File: config.mk
export PLATFORM = sky130hd
export DESIGN_NAME = dwarf_line_program_encoder_top_flat
export DESIGN_NICKNAME = d
export VERILOG_FILES = /design/src/hdl/dlpe_pkg.sv /design/src/hdl/dlpe_ifs.sv /design/src/hdl/dlpe_front.sv /design/src/hdl/dlpe_queue.sv /design/src/hdl/dlpe_back.sv /design/src/hdl/dwarf_line_program_encoder_top.sv /design/src/flat_wrapper.sv
export SDC_FILE = /design/constraint.sdc
export NUM_CORES = 1
export LEC_CHECK = 0
export CAP_MARGIN = 20
export CORE_ASPECT_RATIO = 0.6
export CORE_UTILIZATION = 52
export DETAILED_ROUTE_END_ITERATION = 7
export DONT_BUFFER_PORTS = 1
export MAX_ROUTING_LAYER = met4
export PLACE_DENSITY = 0.67
export SLEW_MARGIN = 20
export SYNTH_ARGS = -nofsm -noshare
export SYNTH_HDL_FRONTEND = slang
export SYNTH_HIERARCHICAL = 1
export SYNTH_SLANG_ARGS = --single-unit
File: constraint.sdc
create_clock -name clk -period 6.8 [get_ports clk]
set_input_delay 0.34 -clock clk [delete_from_list [all_inputs] [get_ports clk]]
set_output_delay 0.34 -clock clk [all_outputs]
set_load 0.01 [all_outputs]
File: src/hdl/dlpe_pkg.sv
package dlpe_pkg;

  // item kinds
  localparam logic [1:0] KIND_ROW   = 2'd0;
  localparam logic [1:0] KIND_BEGIN = 2'd1;
  localparam logic [1:0] KIND_END   = 2'd2;
  localparam logic [1:0] KIND_NONE  = 2'd3;

  // configuration register indexes
  localparam logic [1:0] CFG_MIN_LDELTA  = 2'd0;
  localparam logic [1:0] CFG_LDELTA_SPAN = 2'd1;
  localparam logic [1:0] CFG_CODE_START  = 2'd2;

  // configuration reset values
  localparam logic [7:0]  RST_MIN_LDELTA  = 8'd1;
  localparam logic [7:0]  RST_LDELTA_SPAN = 8'd7;
  localparam logic [63:0] RST_CODE_START  = 64'h0000_0000_0040_1000;

  // standard and extended opcodes
  localparam logic [7:0] OP_EXTENDED      = 8'h00;
  localparam logic [7:0] OP_COPY          = 8'h01;
  localparam logic [7:0] OP_ADVANCE_PC    = 8'h02;
  localparam logic [7:0] OP_ADVANCE_LINE  = 8'h03;
  localparam logic [7:0] EXT_END_SEQUENCE = 8'h01;
  localparam logic [7:0] EXT_SET_ADDRESS  = 8'h02;
  localparam logic [7:0] END_SEQ_LEN      = 8'h01;
  localparam logic [7:0] SPECIAL_MIN      = 8'd7;
  localparam logic [7:0] SPECIAL_MAX      = 8'd255;

  // signed deltas of two 32-bit values need 33 bits
  localparam int DIFF_W = 33;

  // classified-item queue
  localparam int QDEPTH = 4;
  localparam int QPTR_W = 2;

  typedef struct packed {
    logic [1:0]               kind;
    logic                     special;
    logic [7:0]               op;
    logic signed [DIFF_W-1:0] pd;
    logic signed [DIFF_W-1:0] ld;
  } qent_t;

  typedef struct packed {
    logic  valid;
    qent_t ent;
  } qlink_t;

  typedef enum logic [3:0] {
    PH_START,
    PH_SLEB_PD,
    PH_ADV_LINE,
    PH_SLEB_LD,
    PH_COPY,
    PH_BEG_LEN,
    PH_BEG_OP,
    PH_BEG_ADDR,
    PH_END_EXT,
    PH_END_LEN,
    PH_END_OP
  } phase_t;

endpackage

File: src/hdl/dlpe_ifs.sv
// input channel: one row, begin or end item
interface dlpe_in_if;
  logic        valid;
  logic        ready;
  logic [1:0]  kind;
  logic [31:0] pc_offset;
  logic [31:0] line_number;

  modport source (output valid, output kind, output pc_offset, output line_number,
                  input ready);
  modport sink   (input valid, input kind, input pc_offset, input line_number,
                  output ready);
endinterface

// result channel: one program byte
interface dlpe_out_if;
  logic       valid;
  logic       ready;
  logic [7:0] out_byte;
  logic       last_byte;

  modport source (output valid, output out_byte, output last_byte, input ready);
  modport sink   (input valid, input out_byte, input last_byte, output ready);
endinterface

File: src/hdl/dlpe_front.sv
module dlpe_front
  import dlpe_pkg::*;
(
  input  logic        clk,
  input  logic        rst_n,
  dlpe_in_if.sink     in_ch,
  input  logic [7:0]  min_ldelta,
  input  logic [7:0]  ldelta_span,
  output qlink_t      push,
  input  logic        push_ready
);

  logic [31:0]              cur_off_r, cur_off_nxt;
  logic [31:0]              cur_line_r, cur_line_nxt;
  logic                     s1_v_r, s1_v_nxt;
  logic [1:0]               s1_kind_r;
  logic signed [DIFF_W-1:0] s1_pd_r, s1_ld_r;
  logic                     accept;

  logic [DIFF_W:0]  lb_ext;
  logic [DIFF_W:0]  dl;
  logic             in_rng;
  logic             pd_small;
  logic [15:0]      prod;
  logic [16:0]      op_sum;

  assign in_ch.ready = !s1_v_r || push_ready;
  assign accept      = in_ch.valid && in_ch.ready;

  // state tracking and delta stage
  always_comb begin
    cur_off_nxt  = cur_off_r;
    cur_line_nxt = cur_line_r;
    s1_v_nxt     = s1_v_r && !push_ready;
    if (accept) begin
      s1_v_nxt = (in_ch.kind != KIND_NONE);
      case (in_ch.kind) inside
        KIND_ROW: begin
          cur_off_nxt  = in_ch.pc_offset;
          cur_line_nxt = in_ch.line_number;
        end
        KIND_BEGIN, KIND_END: begin
          cur_off_nxt  = 32'd0;
          cur_line_nxt = 32'd1;
        end
        default: begin
          cur_off_nxt  = cur_off_r;
          cur_line_nxt = cur_line_r;
        end
      endcase
    end
  end

  always_ff @(posedge clk) begin
    if (!rst_n) begin
      cur_off_r  <= 32'd0;
      cur_line_r <= 32'd1;
      s1_v_r     <= 1'b0;
    end else begin
      cur_off_r  <= cur_off_nxt;
      cur_line_r <= cur_line_nxt;
      s1_v_r     <= s1_v_nxt;
    end
  end

  always_ff @(posedge clk) begin
    if (accept) begin
      s1_kind_r <= in_ch.kind;
      s1_pd_r   <= $signed({1'b0, in_ch.pc_offset}) - $signed({1'b0, cur_off_r});
      s1_ld_r   <= $signed({1'b0, in_ch.line_number}) - $signed({1'b0, cur_line_r});
    end
  end

  // special opcode check; a negative or large pc delta never fits
  always_comb begin
    lb_ext   = {{(DIFF_W-7){min_ldelta[7]}}, min_ldelta};
    dl       = {s1_ld_r[DIFF_W-1], s1_ld_r} - lb_ext;
    in_rng   = !dl[DIFF_W] && (dl[DIFF_W-1:0] < {{(DIFF_W-8){1'b0}}, ldelta_span});
    pd_small = (s1_pd_r[DIFF_W-1:8] == '0);
    prod     = ldelta_span * s1_pd_r[7:0];
    op_sum   = {1'b0, prod} + {9'd0, dl[7:0]} + {9'd0, SPECIAL_MIN};
  end

  always_comb begin
    push.valid       = s1_v_r;
    push.ent.kind    = s1_kind_r;
    push.ent.special = (s1_kind_r == KIND_ROW) && in_rng && pd_small &&
                       (op_sum <= {9'd0, SPECIAL_MAX});
    push.ent.op      = op_sum[7:0];
    push.ent.pd      = s1_pd_r;
    push.ent.ld      = s1_ld_r;
  end

endmodule

File: src/hdl/dlpe_queue.sv
module dlpe_queue
  import dlpe_pkg::*;
(
  input  logic   clk,
  input  logic   rst_n,
  input  qlink_t push,
  output logic   push_ready,
  output qlink_t head,
  input  logic   pop
);

  qent_t             mem_r [QDEPTH];
  logic [QPTR_W-1:0] wr_ptr_r, rd_ptr_r;
  logic [QPTR_W:0]   cnt_r;
  logic              do_push;

  assign push_ready = (cnt_r != (QPTR_W+1)'(QDEPTH));
  assign do_push    = push.valid && push_ready;
  assign head.valid = (cnt_r != '0);
  assign head.ent   = mem_r[rd_ptr_r];

  // pointers and fill count
  always_ff @(posedge clk) begin
    if (!rst_n) begin
      wr_ptr_r <= '0;
      rd_ptr_r <= '0;
      cnt_r    <= '0;
    end else begin
      if (do_push) wr_ptr_r <= wr_ptr_r + 1'b1;
      if (pop)     rd_ptr_r <= rd_ptr_r + 1'b1;
      case ({do_push, pop})
        2'b10:   cnt_r <= cnt_r + 1'b1;
        2'b01:   cnt_r <= cnt_r - 1'b1;
        default: cnt_r <= cnt_r;
      endcase
    end
  end

  always_ff @(posedge clk) begin
    if (do_push) mem_r[wr_ptr_r] <= push.ent;
  end

endmodule

File: src/hdl/dlpe_back.sv
module dlpe_back
  import dlpe_pkg::*;
#(
  parameter int ADDR_BYTES = 8
) (
  input  logic        clk,
  input  logic        rst_n,
  input  qlink_t      head,
  output logic        pop,
  input  logic [63:0] code_start,
  dlpe_out_if.source  out_ch
);

  localparam int CNT_W = (ADDR_BYTES > 1) ? $clog2(ADDR_BYTES) : 1;

  phase_t                   ph_r, ph_nxt;
  logic signed [DIFF_W-1:0] sh_r, sh_nxt;
  logic [CNT_W-1:0]         cnt_r, cnt_nxt;
  logic                     out_v_r;
  logic [7:0]               byte_r;
  logic                     last_r;

  logic                     adv;
  logic [7:0]               byte_c;
  logic                     last_c;
  logic                     pop_c;
  logic signed [DIFF_W-1:0] sh_shr;
  logic [6:0]               sb;
  logic                     sdone;

  assign adv = head.valid && (!out_v_r || out_ch.ready);
  assign pop = adv && pop_c;

  // SLEB128 digit from the shift register
  assign sb     = sh_r[6:0];
  assign sh_shr = sh_r >>> 7;
  assign sdone  = (sh_shr == {DIFF_W{sb[6]}});

  // next state
  always_comb begin
    ph_nxt  = ph_r;
    sh_nxt  = sh_r;
    cnt_nxt = cnt_r;
    if (adv) begin
      unique case (ph_r)
        PH_START: begin
          if (head.ent.kind == KIND_BEGIN) begin
            ph_nxt = PH_BEG_LEN;
          end else if (head.ent.kind == KIND_END ||
                       (head.ent.kind == KIND_ROW && !head.ent.special)) begin
            ph_nxt = PH_SLEB_PD;
            sh_nxt = head.ent.pd;
          end else begin
            ph_nxt = PH_START;
          end
        end
        PH_SLEB_PD: begin
          sh_nxt = sh_shr;
          if (sdone) ph_nxt = (head.ent.kind == KIND_END) ? PH_END_EXT : PH_ADV_LINE;
        end
        PH_ADV_LINE: begin
          sh_nxt = head.ent.ld;
          ph_nxt = PH_SLEB_LD;
        end
        PH_SLEB_LD: begin
          sh_nxt = sh_shr;
          if (sdone) ph_nxt = PH_COPY;
        end
        PH_COPY:    ph_nxt = PH_START;
        PH_BEG_LEN: ph_nxt = PH_BEG_OP;
        PH_BEG_OP: begin
          cnt_nxt = '0;
          ph_nxt  = PH_BEG_ADDR;
        end
        PH_BEG_ADDR: begin
          cnt_nxt = cnt_r + 1'b1;
          if (cnt_r == CNT_W'(ADDR_BYTES - 1)) ph_nxt = PH_COPY;
        end
        PH_END_EXT: ph_nxt = PH_END_LEN;
        PH_END_LEN: ph_nxt = PH_END_OP;
        PH_END_OP:  ph_nxt = PH_START;
        default:    ph_nxt = PH_START;
      endcase
    end
  end

  // byte for the current phase
  always_comb begin
    byte_c = OP_COPY;
    last_c = 1'b0;
    pop_c  = 1'b0;
    unique case (ph_r) inside
      PH_START: begin
        if (head.ent.kind == KIND_BEGIN) begin
          byte_c = OP_EXTENDED;
        end else if (head.ent.kind == KIND_ROW && head.ent.special) begin
          byte_c = head.ent.op;
          last_c = 1'b1;
          pop_c  = 1'b1;
        end else begin
          byte_c = OP_ADVANCE_PC;
        end
      end
      PH_SLEB_PD, PH_SLEB_LD: byte_c = {!sdone, sb};
      PH_ADV_LINE: byte_c = OP_ADVANCE_LINE;
      PH_COPY: begin
        byte_c = OP_COPY;
        last_c = 1'b1;
        pop_c  = 1'b1;
      end
      PH_BEG_LEN:  byte_c = 8'(ADDR_BYTES + 1);
      PH_BEG_OP:   byte_c = EXT_SET_ADDRESS;
      PH_BEG_ADDR: byte_c = code_start[{cnt_r, 3'b000} +: 8];
      PH_END_EXT:  byte_c = OP_EXTENDED;
      PH_END_LEN:  byte_c = END_SEQ_LEN;
      PH_END_OP: begin
        byte_c = EXT_END_SEQUENCE;
        last_c = 1'b1;
        pop_c  = 1'b1;
      end
      default: byte_c = OP_COPY;
    endcase
  end

  always_ff @(posedge clk) begin
    if (!rst_n) begin
      ph_r    <= PH_START;
      out_v_r <= 1'b0;
    end else begin
      ph_r <= ph_nxt;
      if (adv)               out_v_r <= 1'b1;
      else if (out_ch.ready) out_v_r <= 1'b0;
    end
  end

  always_ff @(posedge clk) begin
    sh_r  <= sh_nxt;
    cnt_r <= cnt_nxt;
    if (adv) begin
      byte_r <= byte_c;
      last_r <= last_c;
    end
  end

  assign out_ch.valid     = out_v_r;
  assign out_ch.out_byte  = byte_r;
  assign out_ch.last_byte = last_r;

endmodule

File: src/hdl/dwarf_line_program_encoder_top.sv
// Line-number program encoder.
// in_ch takes items (kind, pc_offset, line_number): a line row, a begin or an
// end of a sequence. out_ch gives the program one byte per transfer, with
// last_byte set on the final byte of each input item. Kind 3 gives nothing.
// Line rows that fit a special opcode give one byte; other rows give 5 to 13
// bytes, a begin gives ADDR_BYTES + 4 bytes, an end 5 to 9 bytes.
// The output sequencer emits one byte per cycle while out_ch is not stalled,
// so an item holds the output until its last byte is taken; special rows run
// at one item a cycle while out_ch is not stalled. An item passes the delta
// stage, the queue, then the output register before its first byte is valid.
// A four-deep queue lets the front keep accepting while the sequencer works
// or out_ch is stalled; a stalled byte holds in the output register.
// Configuration (cfg_we, cfg_index, cfg_wdata) must be written only while
// idle; this binds the user, the block itself does not enforce it.
// Synchronous reset sets the minimum line delta to 1, the line delta span
// to 7, code_start 0x401000, offset 0, line 1, and empties the queue.
module dwarf_line_program_encoder_top
  import dlpe_pkg::*;
#(
  parameter int ADDR_BYTES = 8
) (
  input  logic        clk,
  input  logic        rst_n,
  input  logic        cfg_we,
  input  logic [1:0]  cfg_index,
  input  logic [63:0] cfg_wdata,
  dlpe_in_if.sink     in_ch,
  dlpe_out_if.source  out_ch
);

  logic [7:0]  min_ldelta_r;
  logic [7:0]  ldelta_span_r;
  logic [63:0] code_start_r;

  qlink_t push;
  logic   push_ready;
  qlink_t head;
  logic   pop;

  // configuration registers
  always_ff @(posedge clk) begin
    if (!rst_n) begin
      min_ldelta_r  <= RST_MIN_LDELTA;
      ldelta_span_r <= RST_LDELTA_SPAN;
      code_start_r  <= RST_CODE_START;
    end else if (cfg_we) begin
      unique case (cfg_index)
        CFG_MIN_LDELTA:  min_ldelta_r  <= cfg_wdata[7:0];
        CFG_LDELTA_SPAN: ldelta_span_r <= cfg_wdata[7:0];
        CFG_CODE_START:  code_start_r  <= cfg_wdata;
        default: ;
      endcase
    end
  end

  dlpe_front u_front (
    .clk         (clk),
    .rst_n       (rst_n),
    .in_ch       (in_ch),
    .min_ldelta  (min_ldelta_r),
    .ldelta_span (ldelta_span_r),
    .push        (push),
    .push_ready  (push_ready)
  );

  dlpe_queue u_queue (
    .clk        (clk),
    .rst_n      (rst_n),
    .push       (push),
    .push_ready (push_ready),
    .head       (head),
    .pop        (pop)
  );

  dlpe_back #(
    .ADDR_BYTES (ADDR_BYTES)
  ) u_back (
    .clk        (clk),
    .rst_n      (rst_n),
    .head       (head),
    .pop        (pop),
    .code_start (code_start_r),
    .out_ch     (out_ch)
  );

  // an accepted item with a known kind reaches the queue input next cycle
  a_accept_push: assert property (@(posedge clk) disable iff (!rst_n)
    (in_ch.valid && in_ch.ready && in_ch.kind != KIND_NONE) |=> push.valid)
    else $error("accepted item not presented to queue");

  // the sequencer only retires an item that is in the queue
  a_pop_head: assert property (@(posedge clk) disable iff (!rst_n)
    pop |-> head.valid)
    else $error("pop from empty queue");

  // retiring an item loads its final byte
  a_pop_last: assert property (@(posedge clk) disable iff (!rst_n)
    pop |=> (out_ch.valid && out_ch.last_byte))
    else $error("item retired without last byte");

  // a push refused by a full queue stays presented until taken
  a_no_overflow: assert property (@(posedge clk) disable iff (!rst_n)
    (push.valid && !push_ready) |=> push.valid)
    else $error("pending queue entry dropped");

endmodule
File: src/flat_wrapper.sv
// flat-port wrapper written by rule: the top's interface ports become plain ports
module dwarf_line_program_encoder_top_flat import dlpe_pkg::*;
#(
  parameter int ADDR_BYTES = 8
)
  (clk, rst_n, cfg_we, cfg_index, cfg_wdata, in_ch_valid, in_ch_kind, in_ch_pc_offset, in_ch_line_number, in_ch_ready, out_ch_valid, out_ch_out_byte, out_ch_last_byte, out_ch_ready);
  dlpe_in_if in_ch_i ();
  dlpe_out_if out_ch_i ();
  input  logic clk;
  input  logic rst_n;
  input  logic cfg_we;
  input  logic [1:0] cfg_index;
  input  logic [63:0] cfg_wdata;
  input wire logic [$bits(in_ch_i.valid)-1:0] in_ch_valid;
  input wire logic [$bits(in_ch_i.kind)-1:0] in_ch_kind;
  input wire logic [$bits(in_ch_i.pc_offset)-1:0] in_ch_pc_offset;
  input wire logic [$bits(in_ch_i.line_number)-1:0] in_ch_line_number;
  output wire logic [$bits(in_ch_i.ready)-1:0] in_ch_ready;
  output wire logic [$bits(out_ch_i.valid)-1:0] out_ch_valid;
  output wire logic [$bits(out_ch_i.out_byte)-1:0] out_ch_out_byte;
  output wire logic [$bits(out_ch_i.last_byte)-1:0] out_ch_last_byte;
  input wire logic [$bits(out_ch_i.ready)-1:0] out_ch_ready;
  assign in_ch_i.valid = in_ch_valid;
  assign in_ch_i.kind = in_ch_kind;
  assign in_ch_i.pc_offset = in_ch_pc_offset;
  assign in_ch_i.line_number = in_ch_line_number;
  assign in_ch_ready = in_ch_i.ready;
  assign out_ch_valid = out_ch_i.valid;
  assign out_ch_out_byte = out_ch_i.out_byte;
  assign out_ch_last_byte = out_ch_i.last_byte;
  assign out_ch_i.ready = out_ch_ready;
  dwarf_line_program_encoder_top #(.ADDR_BYTES(ADDR_BYTES)) u_core (.clk(clk), .rst_n(rst_n), .cfg_we(cfg_we), .cfg_index(cfg_index), .cfg_wdata(cfg_wdata), .in_ch(in_ch_i), .out_ch(out_ch_i));
endmodule
==> flow_summary.json, run 1 <==
{
  "clock_path_buffers": 3,
  "synth_cells": 2605,
  "drcViolationCount": 0,
  "synth-main-ff-cell": "edfxtp_1",
  "cp-start-kind": "register",
  "grt_pass1_vias": 20058,
  "fillers": 4600,
  "layout.cells.non_filler": 3515,
  "initialDrtViolationCount": 2058,
  "reg2reg_slack_ns": 0.31,
  "synth.distinct_cells": 91,
  "slew_headroom_pct": 27.2,
  "antenna_found_initial": 9,
  "final_layout_size_suffix_gt1_share_pct": 9.49,
  "clkLatencyLatePin_ns": 0.64,
  "crit_path_top_delay_cell": "fa_1",
  "postLayoutCellArea_um2": 34500,
  "synth.cell_area_um2": 30800,
  "placed_cells": 3270,
  "cp_max_fo": 5,
  "rr_endpoint": "u_core/u_queue/mem_r[1][74]$_DFFE_PP_",
  "numCtsBuffers": 53,
  "slowest_delay_ns": 0.54,
  "dr.pass1.iters": 5,
  "yosys-top-cells-area": "edfxtp_1, dfxtp_1, mux4_2, ha_1, nand2_1",
  "r2r_start": "u_core/u_front/s1_ld_r[0]$_DFFE_PP_",
  "worst_slack_ns": 0.312,
  "syn_nets": 2943,
  "whs_path_depth": 2,
  "min-delay-path-class": "primary input to register",
  "p_leak_uw": 0.0124,
  "synth_commonest_cells": "edfxtp_1, nand2_1, inv_1, dfxtp_1, ha_1",
  "wl_um": 79800,
  "clk_pin_slew_ns": 0.07,
  "nets": 3034,
  "dp_slack_ns": -0.0286,
  "cp_common_cell": "fa_1",
  "synth_edf_count": 421,
  "yosys.area.top_type_share_pct": 41.0,
  "grt_first_pass_wirelength_um": 120000,
  "root_buffer": "clkbuf_16",
  "yosysMostFrequentCell": "edfxtp_1",
  "ir_drop_mv": 0.253,
  "dieArea_um2": 60200,
  "end_kind": "register",
  "die_y_um": 191,
  "seq_area_frac_synth_pct": 51.4,
  "grt.total_usage_pct": 27.1,
  "overflow": 0,
  "vias": 21175,
  "async_reset_ff_share_pct": 0,
  "synth-seq-cells": 580,
  "hold_viol_final": 0,
  "htreeDepth": 2,
  "critPathKind": "register to register",
  "final_util_pct": 59.4,
  "die_width_um": 316,
  "avgSynthCellArea_um2": 11.8,
  "worstMarginPinSlew_ns": 1.09,
  "ios": 148,
  "cp.required_ns": 7.23,
  "drtAntennaViolNets": 0,
  "cts_tree": "built",
  "ys_warn_count": 6,
  "drv_cap": 0,
  "globalplace.congestion": 0.926,
  "setup_viol": 0,
  "yosys.area.top_type": "edfxtp_1",
  "worstHoldStart": "cfg_wdata[3]",
  "dpl-instance-area_um2": 31300,
  "outcome": "complete, no violations",
  "slew_violations": 0,
  "powerDensity_nw_per_um2": 286,
  "min_period_ns": 6.49,
  "arrival_ns": 6.92,
  "hold_slack_ns": 0.0161,
  "portBuffers": 0,
  "grt_max_degree": 214,
  "finClkSkew_ns": 0.0205,
  "start_util_pct": 53.1,
  "hold_end": "u_core/code_start_r[3]$_SDFFE_PN0P_",
  "period_share_pct": 95.4,
  "hpwl_um": 54800,
  "fmax_mhz": 154,
  "r2r_cells": 25,
  "vias_per_cell": 6.02,
  "drt-wirelength-per-cell_um": 22.7,
  "num_rows": 68,
  "core_um2": 58000,
  "clkSinkCount": 580,
  "syn2layout_area_growth_pct": 12.0
}
[layout by cell type, fill, tap and decap left out, types with 85 or more instances in the layout]
master,netlist,routed
edfxtp_1,421,421
nand2_1,255,254
inv_1,209,207
dfxtp_1,159,157
ha_1,154,148
a21oi_1,141,139
dlygate4sd3_1,0,132
nor2_1,94,94
mux4_2,93,93
mux2i_1,92,92
a22oi_1,92,92
nor2b_1,85,85
[flip-flops by register name, summed over array words and instances, names as in the netlist, 3 cells and up, named ones only]
register,flops
u_core/ldelta_span_r,8
u_core/u_front/s1_ld_r,33
u_core/u_back/sh_r,33
u_core/code_start_r,64
u_core/u_front/cur_line_r,32
u_core/u_back/ph_r,4
u_core/u_back/out_ch.out_byte,8
u_core/u_queue/cnt_r,3
u_core/u_front/cur_off_r,32
u_core/min_ldelta_r,8
u_core/u_queue/mem_r,308
u_core/u_back/cnt_r,3
u_core/u_front/s1_pd_r,33
[area by class of cell]
cell class | instances | area (um^2) | area share, %
sequential | 580 | 15800 | 45.9
clock buffer | 63 | 1370 | 3.98
multi-input combinational | 1690 | 13700 | 39.6
inverter | 210 | 788 | 2.29
tap | 770 | 963 | 2.79
clock inverter | 37 | 298 | 0.863
timing repair buffer | 161 | 1560 | 4.52
antenna | 4 | 10.0 | 0.0290
[timing repair]
item | in CTS | in global routing
gates resized for setup | 1 | 20
setup buffers | 0 | 8
setup endpoints to repair | 4 | 4
hold buffers | 133 | 0
pin swaps | 0 | 7
endpoints found under the hold margin | 161 | 0
[critical path: cells and delay by family (launching register included)]
kind | cells | cell delay (ns)
xor+xnor | 2 | 0.22
fa+ha+maj | 7 | 2.82
buf+inv | 4 | 0.26
flops | 1 | 0.43
simple gates | 7 | 1.75
compound gates | 5 | 0.79
[power breakdown]
part	internal, uW	switching, uW
sequential	4180	147
clock	1540	1380
combinational	1030	1580
[worst max-delay path by stage]
stage | start | endpoint | slack (ns)
2_1_floorplan | u_core/u_front/s1_ld_r[4]$_DFFE_PP_ | u_core/u_queue/mem_r[0][74]$_DFFE_PP_ | 0.69
3_3_place_gp | u_core/u_front/s1_ld_r[4]$_DFFE_PP_ | u_core/u_queue/mem_r[0][74]$_DFFE_PP_ | 0.23
3_5_place_dp | u_core/u_front/s1_ld_r[4]$_DFFE_PP_ | u_core/u_queue/mem_r[1][74]$_DFFE_PP_ | -0.03
4_1_cts | u_core/u_front/s1_ld_r[4]$_DFFE_PP_ | u_core/u_queue/mem_r[1][74]$_DFFE_PP_ | 0.06
5_1_grt | u_core/u_front/s1_ld_r[0]$_DFFE_PP_ | u_core/u_queue/mem_r[1][74]$_DFFE_PP_ | -0.006
6_report | u_core/u_front/s1_ld_r[0]$_DFFE_PP_ | u_core/u_queue/mem_r[1][74]$_DFFE_PP_ | 0.31
[cells by family (layout without fill, tap and decap cells)]
group	after synthesis	in the layout	share of synthesized area, %
mux	187	187	9.86
other cells	0	4	0
xor+xnor	71	71	2.02
compound gates	525	525	11.1
flops	580	580	51.4
simple gates	706	706	11.6
buf+inv	335	471	4.72
fa+ha+maj	201	201	9.31
[through the flow]
step	power (uW)	TNS, ns
2_1_floorplan	6060	0
3_3_place_gp	6660	0
3_5_place_dp	6740	-0.114
4_1_cts	9740	0
5_1_grt	10300	-0.0233
6_report	9860	0
[layer usage]
| metal | vias up | track usage, % | wire [um] |
|---|---|---|---|
| met5 | - | - | 0 |
| met4 | 0 | 5.44 | 1300 |
| li1 | 9759 | - | - |
| met3 | 92 | 4.58 | 6710 |
| met1 | 10567 | 41.7 | 38200 |
| met2 | 757 | 37.7 | 33600 |
Note: power is estimated with default switching activity, not from simulation.
==> run 2, diff against run 1 <==
--- a/config.mk
+++ b/config.mk
@@ -10,8 +10,9 @@
 export CORE_UTILIZATION = 52
 export DETAILED_ROUTE_END_ITERATION = 7
 export DONT_BUFFER_PORTS = 1
+export GPL_TIMING_DRIVEN = 0
 export MAX_ROUTING_LAYER = met4
-export PLACE_DENSITY = 0.67
+export PLACE_DENSITY_LB_ADDON = 0.3
 export SLEW_MARGIN = 20
 export SYNTH_ARGS = -nofsm -noshare
 export SYNTH_HDL_FRONTEND = slang
==> run 2 against run 1 <==
Net effect:
- sequential power is essentially flat
- combinational power is 9.6% higher
- worst setup slack worse by 0.11 ns
- clock skew is 0.0015 ns lower
- global-route usage grew 0.94 points
- fmax decreased by 1.7%
- first-iteration DRC count is 13% higher
- via count rose by 4.2%
- die area did not move
- cell count is 3.5% higher
- worst hold slack improved by 0.039 ns
- clock power grew 3%
- largest cell class unchanged
- largest power group unchanged
==> flow_summary.json, run 2 (synthesis results as in run 1) <==
{
  "dpl-instance-area_um2": 31900,
  "fmax_mhz": 152,
  "globalplace.congestion": 0.925,
  "nets": 3160,
  "layout_commonest_cell": "edfxtp_1",
  "root_buffer": "clkbuf_16",
  "regMostFlops": "u_core/u_queue/mem_r",
  "fillers": 4476,
  "clock_path_buffers": 3,
  "grt_first_pass_wirelength_um": 124000,
  "slew_violations": 0,
  "rr_endpoint": "u_core/u_queue/mem_r[2][74]$_DFFE_PP_",
  "antenna_found_initial": 2,
  "initialDrtViolationCount": 2321,
  "cp_max_fo": 5,
  "cp-start-kind": "register",
  "r2r_cells": 27,
  "clkSinkCount": 580,
  "critPathKind": "register to register",
  "syn2layout_area_growth_pct": 14.9,
  "grt_max_degree": 60,
  "postLayoutCellArea_um2": 35400,
  "setup_viol": 0,
  "cp_common_cell": "inv_1",
  "worstMarginPinSlew_ns": 1.07,
  "final_layout_size_suffix_gt1_share_pct": 10.4,
  "min-delay-path-class": "primary input to register",
  "outcome": "complete, no violations",
  "wl_um": 82700,
  "start_util_pct": 53.1,
  "r2r_start": "u_core/u_front/s1_ld_r[0]$_DFFE_PP_",
  "hpwl_um": 58800,
  "hold_viol_final": 0,
  "clkLatencyLatePin_ns": 0.63,
  "slowest_delay_ns": 0.50,
  "grt.total_usage_pct": 28.1,
  "path_delay_family": "adder cells",
  "drtAntennaViolNets": 0,
  "drv_cap": 0,
  "final_cell_mix": "edfxtp_1, nand2_1, inv_1, dfxtp_1, ha_1",
  "dieArea_um2": 60200,
  "reg2reg_slack_ns": 0.20,
  "cts_tree": "built",
  "clk_pin_slew_ns": 0.06,
  "cp.required_ns": 7.28,
  "die_y_um": 191,
  "overflow": 0,
  "num_rows": 68,
  "cp.depth": 27,
  "crit_path_top_delay_cell": "edfxtp_1",
  "htreeDepth": 2,
  "powerDensity_nw_per_um2": 289,
  "drt-wirelength-per-cell_um": 22.7,
  "final_util_pct": 61.0,
  "min_period_ns": 6.60,
  "end_kind": "register",
  "largest_register_ffs": 308,
  "drcViolationCount": 0,
  "vias_per_cell": 6.07,
  "die_width_um": 316,
  "arrival_ns": 7.07,
  "slew_headroom_pct": 28.8,
  "reg_top3": "u_core/u_queue/mem_r (308), u_core/code_start_r (64)",
  "setup.worst_path.end": "u_core/u_queue/mem_r[2][74]$_DFFE_PP_",
  "critical_path.startpoint": "u_core/u_front/s1_ld_r[0]$_DFFE_PP_",
  "p_leak_uw": 0.0128,
  "dr.pass1.iters": 6,
  "vias": 22068,
  "period_share_pct": 97.1,
  "ir_drop_mv": 0.239,
  "path_buf_inv": 8,
  "grt_pass1_vias": 20883,
  "core_um2": 58000,
  "portBuffers": 0,
  "finClkSkew_ns": 0.0190,
  "ios": 148,
  "numCtsBuffers": 53
}
==> run 2: cell type report <==
class                   count  area (um^2)  area share, %
plain buffers             125          668           1.89
well taps                 770          963           2.72
flip-flops and latches    580        15800           44.7
clock buffers              74         1480           4.17
multi-input cells        1690        13700           38.8
diodes                      1         2.50        0.00707
inverters                 210          795           2.24
repair inverters            1         5.00         0.0141
clock inverters            26          259          0.732
repair buffers            161         1670           4.73
==> run 2: stage by stage <==
step | hold WS (ns) | std cells | total power, uW | setup TNS, ns | worst slack [ns]
6_report | 0.0552 | 3638 | 10200 | 0 | 0.200
5_1_grt | 0.0363 | 3637 | 10700 | -0.0725 | -0.0290
4_1_cts | 0.0125 | 3622 | 9960 | 0 | 0.0152
3_5_place_dp | 0.439 | 3382 | 6770 | -3.95 | -0.987
3_3_place_gp | 0.439 | 3375 | 6690 | -3.41 | -0.852
2_1_floorplan | 0.432 | 2605 | 6060 | 0 | 0.692
==> run 2: worst min-delay path by stage <==
stage | startpoint | endpoint | slack, ns | cells after the start
6_report | cfg_index[1] | u_core/ldelta_span_r[0]$_SDFFE_PN1P_ | 0.06 | 2
5_1_grt | cfg_index[1] | u_core/ldelta_span_r[0]$_SDFFE_PN1P_ | 0.04 | 2
4_1_cts | cfg_index[1] | u_core/ldelta_span_r[0]$_SDFFE_PN1P_ | 0.01 | 2
3_5_place_dp | in_ch_kind[1] | u_core/u_front/s1_kind_r[1]$_DFFE_PP_ | 0.44 | 0
3_3_place_gp | in_ch_kind[0] | u_core/u_front/s1_kind_r[0]$_DFFE_PP_ | 0.44 | 0
2_1_floorplan | u_core/code_start_r[16]$_SDFFE_PN0P_ | u_core/code_start_r[16]$_SDFFE_PN0P_ | 0.43 | 2
==> run 2: worst register-to-register path, stage by stage, from the launching register on <==
cell and delay, ns:
edfxtp_1 0.50, inv_2 0.13, buf_4 0.11, ha_2 0.17
nor2b_1 0.06, o31a_1 0.37, o21ai_4 0.22, xnor2_2 0.14
inv_1 0.07, fa_1 0.48, inv_1 0.05, fa_1 0.50
inv_1 0.06, fa_2 0.44, fa_1 0.49, inv_1 0.07
ha_4 0.31, buf_12 0.11, o2111a_1 0.18, o21ai_1 0.16
a21oi_2 0.27, nand2_1 0.11, a41oi_1 0.19, o2111ai_1 0.17
a2111oi_2 0.35, nand4_1 0.32, nor4_4 0.24, buf_6 0.18
==> run 2: layer usage <==
metal  up-vias  global-route usage [%]  share of wire [%]
li1      10009                       -                  -
met1     10972                    42.8                 46
met2       981                    39.1                 43
met3       106                    4.92                9.6
met4         0                    5.79                1.6
met5         -                       -                  0
==> run 2: timing repair <==
item                       in CTS  in global routing
hold buffers                  134                  0
hold endpoints to repair      150                  0
pin swaps                       6                 27
setup buffers                   5                 15
gates cloned                    1                  0
resized for setup              16                 26
setup endpoints to repair       4                  4
==> run 2: power breakdown <==
| group | total (uW) | leakage [uW] | internal, uW | switching (uW) |
|---|---|---|---|---|
| clock | 3020 | 0.000847 | 1680 | 1340 |
| sequential | 4340 | 0.00516 | 4180 | 158 |
| combinational | 2860 | 0.00683 | 1210 | 1650 |
| total | 10200 | 0.0128 | 7070 | 3150 |
==> run 3, diff against run 2 <==
--- a/config.mk
+++ b/config.mk
@@ -7,12 +7,14 @@
 export LEC_CHECK = 0
 export CAP_MARGIN = 20
 export CORE_ASPECT_RATIO = 0.6
+export CORE_MARGIN = 5
 export CORE_UTILIZATION = 52
 export DETAILED_ROUTE_END_ITERATION = 7
 export DONT_BUFFER_PORTS = 1
 export GPL_TIMING_DRIVEN = 0
 export MAX_ROUTING_LAYER = met4
 export PLACE_DENSITY_LB_ADDON = 0.3
+export RECOVER_POWER = 50
 export SLEW_MARGIN = 20
 export SYNTH_ARGS = -nofsm -noshare
 export SYNTH_HDL_FRONTEND = slang
==> run 3 against run 2 <==
Net effect:
- the flow now finishes with violations (capacitance limit, slew limit)
- final area is 0.20% lower
- sequential share of layout area is 0.094 points higher
- worst setup slack better by 0.054 ns
- via count hardly changed
- cell count is 0.16% higher
- critical path depth is 1 lower
- worst hold slack better by 0.0023 ns
- wire length is 0.83% higher
- count of clock-buffer cells in the layout is 12 lower
- critical path type unchanged
- largest cell class unchanged
- largest power group unchanged
- highest routed layer unchanged
==> flow_summary.json, run 3 (synthesis results as in run 1) <==
{
  "clk_pin_slew_ns": 0.07,
  "cp.required_ns": 7.27,
  "drcViolationCount": 0,
  "core_um2": 58900,
  "dr.pass1.iters": 7,
  "arrival_ns": 7.02,
  "grt_use_met2_pct": 37.4,
  "fmax_mhz": 153,
  "grt_first_pass_wirelength_um": 127000,
  "final_cell_mix": "edfxtp_1, nand2_1, inv_1, dfxtp_1, ha_1",
  "drv_cap": 4,
  "dieArea_um2": 64400,
  "regMostFlops": "u_core/u_queue/mem_r",
  "nets": 3157,
  "numCtsBuffers": 53,
  "clkSinkCount": 580,
  "end_kind": "register",
  "busiest_layer": "met1",
  "root_buffer": "clkbuf_16",
  "reg_top3": "u_core/u_queue/mem_r (308), u_core/code_start_r (64)",
  "clock_path_buffers": 3,
  "globalplace.congestion": 0.940,
  "critPathKind": "register to register",
  "dp_slack_ns": -0.789,
  "die_y_um": 199,
  "hpwl_um": 59700,
  "violations": "capacitance limit, slew limit",
  "drtAntennaViolNets": 0,
  "slew_headroom_pct": -128,
  "htreeDepth": 2,
  "min-delay-path-class": "primary input to register",
  "crit_path_top_delay_cell": "edfxtp_1",
  "syn2layout_area_growth_pct": 14.7,
  "overflow": 0,
  "wl_um": 83400,
  "drt-wirelength-per-cell_um": 22.9,
  "clkLatencyLatePin_ns": 0.62,
  "layout_commonest_cell": "edfxtp_1",
  "worstHoldStart": "cfg_we",
  "worstMarginPinSlew_ns": 3.42,
  "num_rows": 69,
  "final_layout_size_suffix_gt1_share_pct": 9.96,
  "min_period_ns": 6.55,
  "ios": 148,
  "r2r_cells": 26,
  "setup_viol": 0,
  "setup_tns_ns": 0,
  "slew_violations": 149,
  "start_util_pct": 52.3,
  "vias_per_cell": 6.06,
  "grt_use_met1_pct": 39.2,
  "hold_viol_final": 0,
  "ir_drop_mv": 0.257,
  "largest_register_ffs": 308,
  "grt_max_degree": 59,
  "hold_end": "u_core/ldelta_span_r[7]$_SDFFE_PN0P_",
  "cts_tree": "built",
  "grt.total_usage_pct": 26.4,
  "powerDensity_nw_per_um2": 288,
  "worst_slack_ns": 0.254,
  "hold_slack_ns": 0.0575,
  "vias": 22087,
  "critical_path.startpoint": "u_core/u_front/s1_ld_r[0]$_DFFE_PP_",
  "slowest_delay_ns": 0.52,
  "whs_path_depth": 2,
  "power_uw": 10200,
  "finClkSkew_ns": 0.0245,
  "r2r_start": "u_core/u_front/s1_ld_r[0]$_DFFE_PP_",
  "rr_endpoint": "u_core/u_queue/mem_r[3][74]$_DFFE_PP_",
  "use_met3_pct": 6.12,
  "portBuffers": 0,
  "period_share_pct": 96.3,
  "cp-start-kind": "register",
  "die_width_um": 324,
  "grt_pass1_vias": 21320,
  "path_buf_inv": 5,
  "outcome": "finished, violations left",
  "cp_max_fo": 5,
  "path_delay_family": "adder cells",
  "antenna_found_initial": 1,
  "reg2reg_slack_ns": 0.25,
  "initialDrtViolationCount": 2266,
  "p_leak_uw": 0.0128
}
run 3: stage by stage:
step | cell area, um^2 | util [%] | std cells
finish | 35300 | 60.0 | 3644
global route | 35300 | 60.0 | 3644
detailed placement | 32000 | 54.3 | 3393
floorplan | 30800 | - | 2605
global placement | 31800 | 54.0 | 3386
CTS | 35200 | 59.8 | 3634
run 3: layer usage:
layer	vias up	wire, um
met1	10990	37800
met2	975	35800
met4	0	1600
met5	-	0
met3	109	8240
li1	10013	-
run 3: worst max path at each step:
| stage | endpoint | slack [ns] | cells after the start |
|---|---|---|---|
| after CTS | u_core/u_queue/mem_r[2][74]$_DFFE_PP_ | 0.006 | 23 |
| final | u_core/u_queue/mem_r[3][74]$_DFFE_PP_ | 0.25 | 26 |
| after floorplan | u_core/u_queue/mem_r[0][74]$_DFFE_PP_ | 0.69 | 23 |
| after global placement | u_core/u_queue/mem_r[0][74]$_DFFE_PP_ | -0.66 | 22 |
| after global routing | u_core/u_queue/mem_r[2][74]$_DFFE_PP_ | -0.04 | 26 |
| after detailed placement | u_core/u_queue/mem_r[2][74]$_DFFE_PP_ | -0.79 | 22 |
run 3: timing repair:
item	4_1_cts	5_1_grt
hold endpoints to repair	151	0
cloned	1	0
buffers inserted	7	9
pin swaps	10	18
hold buffers	135	0
endpoints found under the setup margin	4	4
resized for setup	16	18
run 3: cell type report:
type | instances | area, um^2
antenna | 1 | 2.50
buffer | 125 | 658
clock buffer | 62 | 1400
clock inverter | 36 | 355
fill | 4661 | 23600
inverter | 210 | 793
multi-input combinational | 1690 | 13700
sequential | 580 | 15800
tap | 781 | 977
timing repair buffer | 158 | 1610
timing repair inverter | 1 | 5.00
run 3: report_power, final:
part	switching [uW]	leakage [uW]	total, uW	internal, uW
sequential	158	0.00516	4340	4190
combinational	1650	0.00676	2790	1140
clock	1370	0.000836	3050	1680
run 3: worst reg2reg max path: cells and delay by family, from the launching register on:
family	cells	cell delay, ns
AOI/OAI and AO/OA	4	0.81
DFF	1	0.52
buffers and inverters	5	0.45
adders and majority gates	7	2.63
xor gates and xnor gates	1	0.13
and+or+nand+nor	9	1.89
